===== src/rtl/tcw_pkg.sv =====
`timescale 1ns / 1ps
// ----------------------------------------------------------------------------
// tcw_pkg
// Shared codes and constants of the text console writer.
// ----------------------------------------------------------------------------
package tcw_pkg;

  typedef enum logic [1:0] {
    OP_PUT   = 2'd0,
    OP_CLEAR = 2'd1,
    OP_READ  = 2'd2,
    OP_NONE  = 2'd3
  } op_e;

  localparam logic [7:0] NEWLINE_CODE = 8'd10;
  localparam logic [7:0] BLANK_CODE   = 8'd32;

  localparam int unsigned APB_ADDR_W = 3;
  localparam logic [APB_ADDR_W-1:0] ADDR_TEXT_ATTR = 3'd0;
  localparam logic [7:0] TEXT_ATTR_RESET = 8'd7;

endpackage


===== src/rtl/tcw_regs.sv =====
`timescale 1ns / 1ps
// ----------------------------------------------------------------------------
// tcw_regs
// APB configuration register file holding the text attribute.
// ----------------------------------------------------------------------------
module tcw_regs (
  input  logic                            clk_i,
  input  logic                            rst_ni,
  input  logic                            psel,
  input  logic                            penable,
  input  logic                            pwrite,
  input  logic [tcw_pkg::APB_ADDR_W-1:0]  paddr,
  input  logic [31:0]                     pwdata,
  output logic [31:0]                     prdata,
  output logic                            pready,
  output logic [7:0]                      text_attr_o
);

  logic [7:0] attr_q, attr_d;
  logic       wr_en;

  assign pready = 1'b1;
  assign wr_en  = psel && penable && pwrite && pready;

  always_comb begin
    attr_d = attr_q;
    if (wr_en && (paddr == tcw_pkg::ADDR_TEXT_ATTR)) begin
      attr_d = pwdata[7:0];
    end
  end

  always_ff @(posedge clk_i or negedge rst_ni) begin
    if (!rst_ni) begin
      attr_q <= tcw_pkg::TEXT_ATTR_RESET;
    end else begin
      attr_q <= attr_d;
    end
  end

  assign prdata      = (paddr == tcw_pkg::ADDR_TEXT_ATTR) ? {24'd0, attr_q} : 32'd0;
  assign text_attr_o = attr_q;

endmodule


===== config.mk =====
export PLATFORM = sky130hd
export DESIGN_NAME = tcw_regs
export DESIGN_NICKNAME = d
export VERILOG_FILES = /design/src/rtl/tcw_pkg.sv /design/src/rtl/tcw_regs.sv
export SDC_FILE = /design/constraint.sdc
export NUM_CORES = 1
export LEC_CHECK = 0
export ABC_AREA = 1
export BUFFER_PORTS_ARGS = -buffer_cell sky130_fd_sc_hd__buf_2
export CAP_MARGIN = 0
export CORE_MARGIN = 5
export CORE_UTILIZATION = 34
export DETAILED_ROUTE_END_ITERATION = 8
export PLACE_DENSITY = 0.83
export SLEW_MARGIN = 20
export SYNTH_ARGS = -nofsm -noshare
export SYNTH_HDL_FRONTEND = slang
export SYNTH_SLANG_ARGS = --single-unit

===== constraint.sdc =====
create_clock -name clk_i -period 2.3 [get_ports clk_i]
set_input_delay 0.345 -clock clk_i [delete_from_list [all_inputs] [get_ports clk_i]]
set_output_delay 0.345 -clock clk_i [all_outputs]
set_load 0.02 [all_outputs]

== After elaboration in Yosys (flattened, before gate mapping) ==
Index checks and enable logic that the tools add are counted.

* Register bits after elaboration: 8
* Bits of input ports: 40
* Output and inout port bits: 41

* Multiplexer cells: 1
* Reduce and logical (&&, ||, !) cells: 4

{| class="wikitable"
|+ Operator list
! operator !! number
|-
| 2-to-1 mux 8 bit || 1
|-
| logical AND 1 bit || 3
|-
| logical NOT 3 bit || 1
|}

== Longest topological paths before layout ==
* Depth after elaboration: 3
* Gate-level depth with buffers: 5
* Depth with buffers taken out: 5

== Worst setup path after synthesis ==
Ideal clock, no wire load.

* Path type: input to output
* Start: in paddr[1] (netlist bit)
* End: out prdata[0]
* Arrival: 0.984 ns
* Data required time: 1.955 ns
* Path slack: 0.971 ns
* Cell stages on the path: 4
* Path through: nor2_1 -> nand2_2 -> buf_6 -> nor2_1

* Word-level cells in the longest chain between the ends: 2

{| class="wikitable"
|+ RTL lines
! what !! line !! text
|-
| start, declared || tcw_regs.sv:12 || <nowiki>input logic [tcw_pkg::APB_ADDR_W-1:0] paddr,</nowiki>
|-
| logical NOT 3 bit || tcw_regs.sv:40 || <nowiki>assign prdata = (paddr == tcw_pkg::ADDR_TEXT_ATTR) ? {24'd0, attr_q} : 32'd0;</nowiki>
|-
| 2-to-1 mux 8 bit || tcw_regs.sv:40 ||
|-
| end, declared || tcw_regs.sv:14 || <nowiki>output logic [31:0] prdata,</nowiki>
|}

Every way passes these cells.

== Final worst setup path ==
* Start: in paddr[1] (netlist bit)
* End: out prdata[6]

Same word-level chain as after synthesis.

==> run metrics <==
outcome complete, no violations; Clk pwr share 0.215; count of different cell masters after synthesis 15; die width 53.7 um; pwr dens slightly above 700 mW/mm2; Synth Instances 84; period utilization 0.628; Worst Hold Path EP text_attr_o[0]; worst hold path class input pin to register; Switch Pwr between 0.0002 and 0.00025 W; Post CTS Setup Buffer Count 0; Max clock buf depth 2; Crit path arrival time 1.10 ns; Crit Path Category input pin to primary output; ys async rst share 1.00; CP required 1.96 ns; H-tree depth 1; Clock Latency Late Sink 0.25 ns; row cnt 15; Comb power frac 0.420; YS warnings 0; area grow syn2layout 17.0%; max cap viols 0; main area contributors after synthesis buf_4 (29%), dfrtp_1 (19%), dfstp_2 (12%), o21bai_1 (6.9%), nand3_1 (6.2%); residual DRC count 0; depth of the most critical reg-to-reg path 3; Synth Flop Type dfrtp_1; first-pass GRT wire length 1990 um; total grt overflow 0; register bit total from synthesis 8; CTS tree yes; Root Driver clkbuf_4; die area between 0.002 and 0.003 mm2; Clock Sinks 8; Nets 158; Placed Area ~720 um2; top-count cell post-synth buf_4; max FFs per register 8; Core Region 0.00176 mm2; Die Y 53.7 um; Fmax achieved 692 MHz; Diodes inserted 0; Avg Cell Area, Syn 7.73 um2; internal reg-to-reg setup slack 1.44 ns; initial antenna violation count 0; P_leak between 0.4 and 0.5 nW; final worst slack 0.855 ns; GP Congestion approximately 0.7; post-layout min period ~1.4 ns; Setup WS pre-CTS 0.838 ns; cell area after synthesis 649 um2; layout cells sized above 1 0.376; P_int 0.000322 W; reg2reg start text_attr_o[1]; RSZ-0062 raised after global routing no; via count around 530; fin area 759 um2; Seq/Total Area, Yosys 0.314; FILL cells a little under 200; endpoints failing hold 0; Hold Startpoint pwdata[0]; number of enable flip-flop cells after synthesis 0; gr usage total 0.0970; number of global-route vias before repair between 400 and 500; part of the power in registers 0.365; Synth top area share 0.289; Vias/cell 3.75; IO Pins 81; ANT nets after route 0; Clock transition at path regs 0.06 ns; Crit Path Max Fanout 16; cts bufs inserted 3; peak supply drop 0.281 mV; Initial Utilization 0.368; PostCTS Resize Cnt 0; I/O Buffers 31; Synth area leader buf_4; Reg2Reg Capture Point text_attr_o[1]; CTS Hold Buffers Added 1; Post-DP HPWL around 1200 um; crit start category input pin; WL final 1420 um; WL per Instance approximately 10 um; Worst Hold Depth 3; Pre-Repair DR Iteration Count 3; Sw Share 0.405; hold_ws 0.307 ns; Setup Viol. Count Final 0; pin count of the biggest net entering global routing 17; crit end category primary output; Post-synth top cells buf_4 (25), inv_1 (9), nand2_1 (9), nor2_1 (9), nand3_1 (8); final clock skew 0 ns; Final Max Slew Viols 0; setup TNS 0 ns; Initial DRC Count 4
[logic make-up after synthesis]
kind of cell           Yosys count  synth area share
AOI/OAI and AO/OA                8             0.104
buffers and inverters           37             0.370
DFF                              8             0.314
other                            2            0.0116
and+or+nand+nor                 29             0.200
[metal layers]
layer,part of all wire,global-route usage
met1,0.36,0.106
met2,0.53,0.169
met3,0.10,0.0249
met4,0,0.0511
met5,0,0
[power by group through the flow]
stage               Sequential [W]  Clock (W)  Combinational [W]
detailed placement        0.000200          0           0.000227
global route              0.000202   0.000129           0.000251
CTS                       0.000198   0.000124           0.000230
global placement          0.000198          0           0.000222
floorplan                 0.000245          0           0.000146
finish                    0.000198   0.000116           0.000228
[cell usage in the layout (no fill, tap or decap)]
| cell type | synthesis | routed |
|---|---|---|
| buf_2 | 0 | 31 |
| clkbuf_1 | 0 | 1 |
| clkbuf_4 | 0 | 3 |
| conb_1 | 2 | 25 |
| dfrtp_1 | 5 | 5 |
| dfstp_2 | 3 | 3 |
| dlygate4sd3_1 | 0 | 1 |
| inv_1 | 9 | 9 |
| inv_2 | 2 | 2 |
| nand2_1 | 9 | 9 |
| nand2_2 | 1 | 1 |
| nand3_1 | 8 | 8 |
| nand3_2 | 1 | 1 |
| nor2_1 | 9 | 9 |
| nor2_2 | 1 | 1 |
| o21bai_1 | 6 | 6 |
| o21bai_2 | 2 | 2 |
[critical path, cell delays in order]
cell and delay [ns]:
buf_2 0.10, nor2_1 0.12, nand2_2 0.20, nor2_1 0.15, buf_2 0.18
[layout make-up]
type,count,area [um2],share of cell area
multi-input cells,62,292,0.384
flip-flops and latches,8,204,0.269
repair buffers,32,165,0.217
inverters,11,41.3,0.0544
well taps,25,31.3,0.0412
clock buffers,4,26.3,0.0346
[how the worst max path moves through the flow]
stage                   from        end  slack [ns]  depth (start not counted)
floorplan           paddr[1]  prdata[0]        0.97                          4
global placement    paddr[1]  prdata[7]        0.89                          5
detailed placement  paddr[1]  prdata[3]        0.84                          5
CTS                 paddr[1]  prdata[3]        0.84                          5
global route        paddr[1]  prdata[2]        0.73                          5
finish              paddr[1]  prdata[6]        0.85                          5
[per-stage QoR]
step	utilization	total power (W)	cells
global route	0.430	0.000581	142
CTS	0.430	0.000551	142
floorplan	-	0.000391	107
global placement	0.410	0.000421	137
detailed placement	0.410	0.000427	137
finish	0.430	0.000542	142
Note: power is estimated with default switching activity, not from simulation.
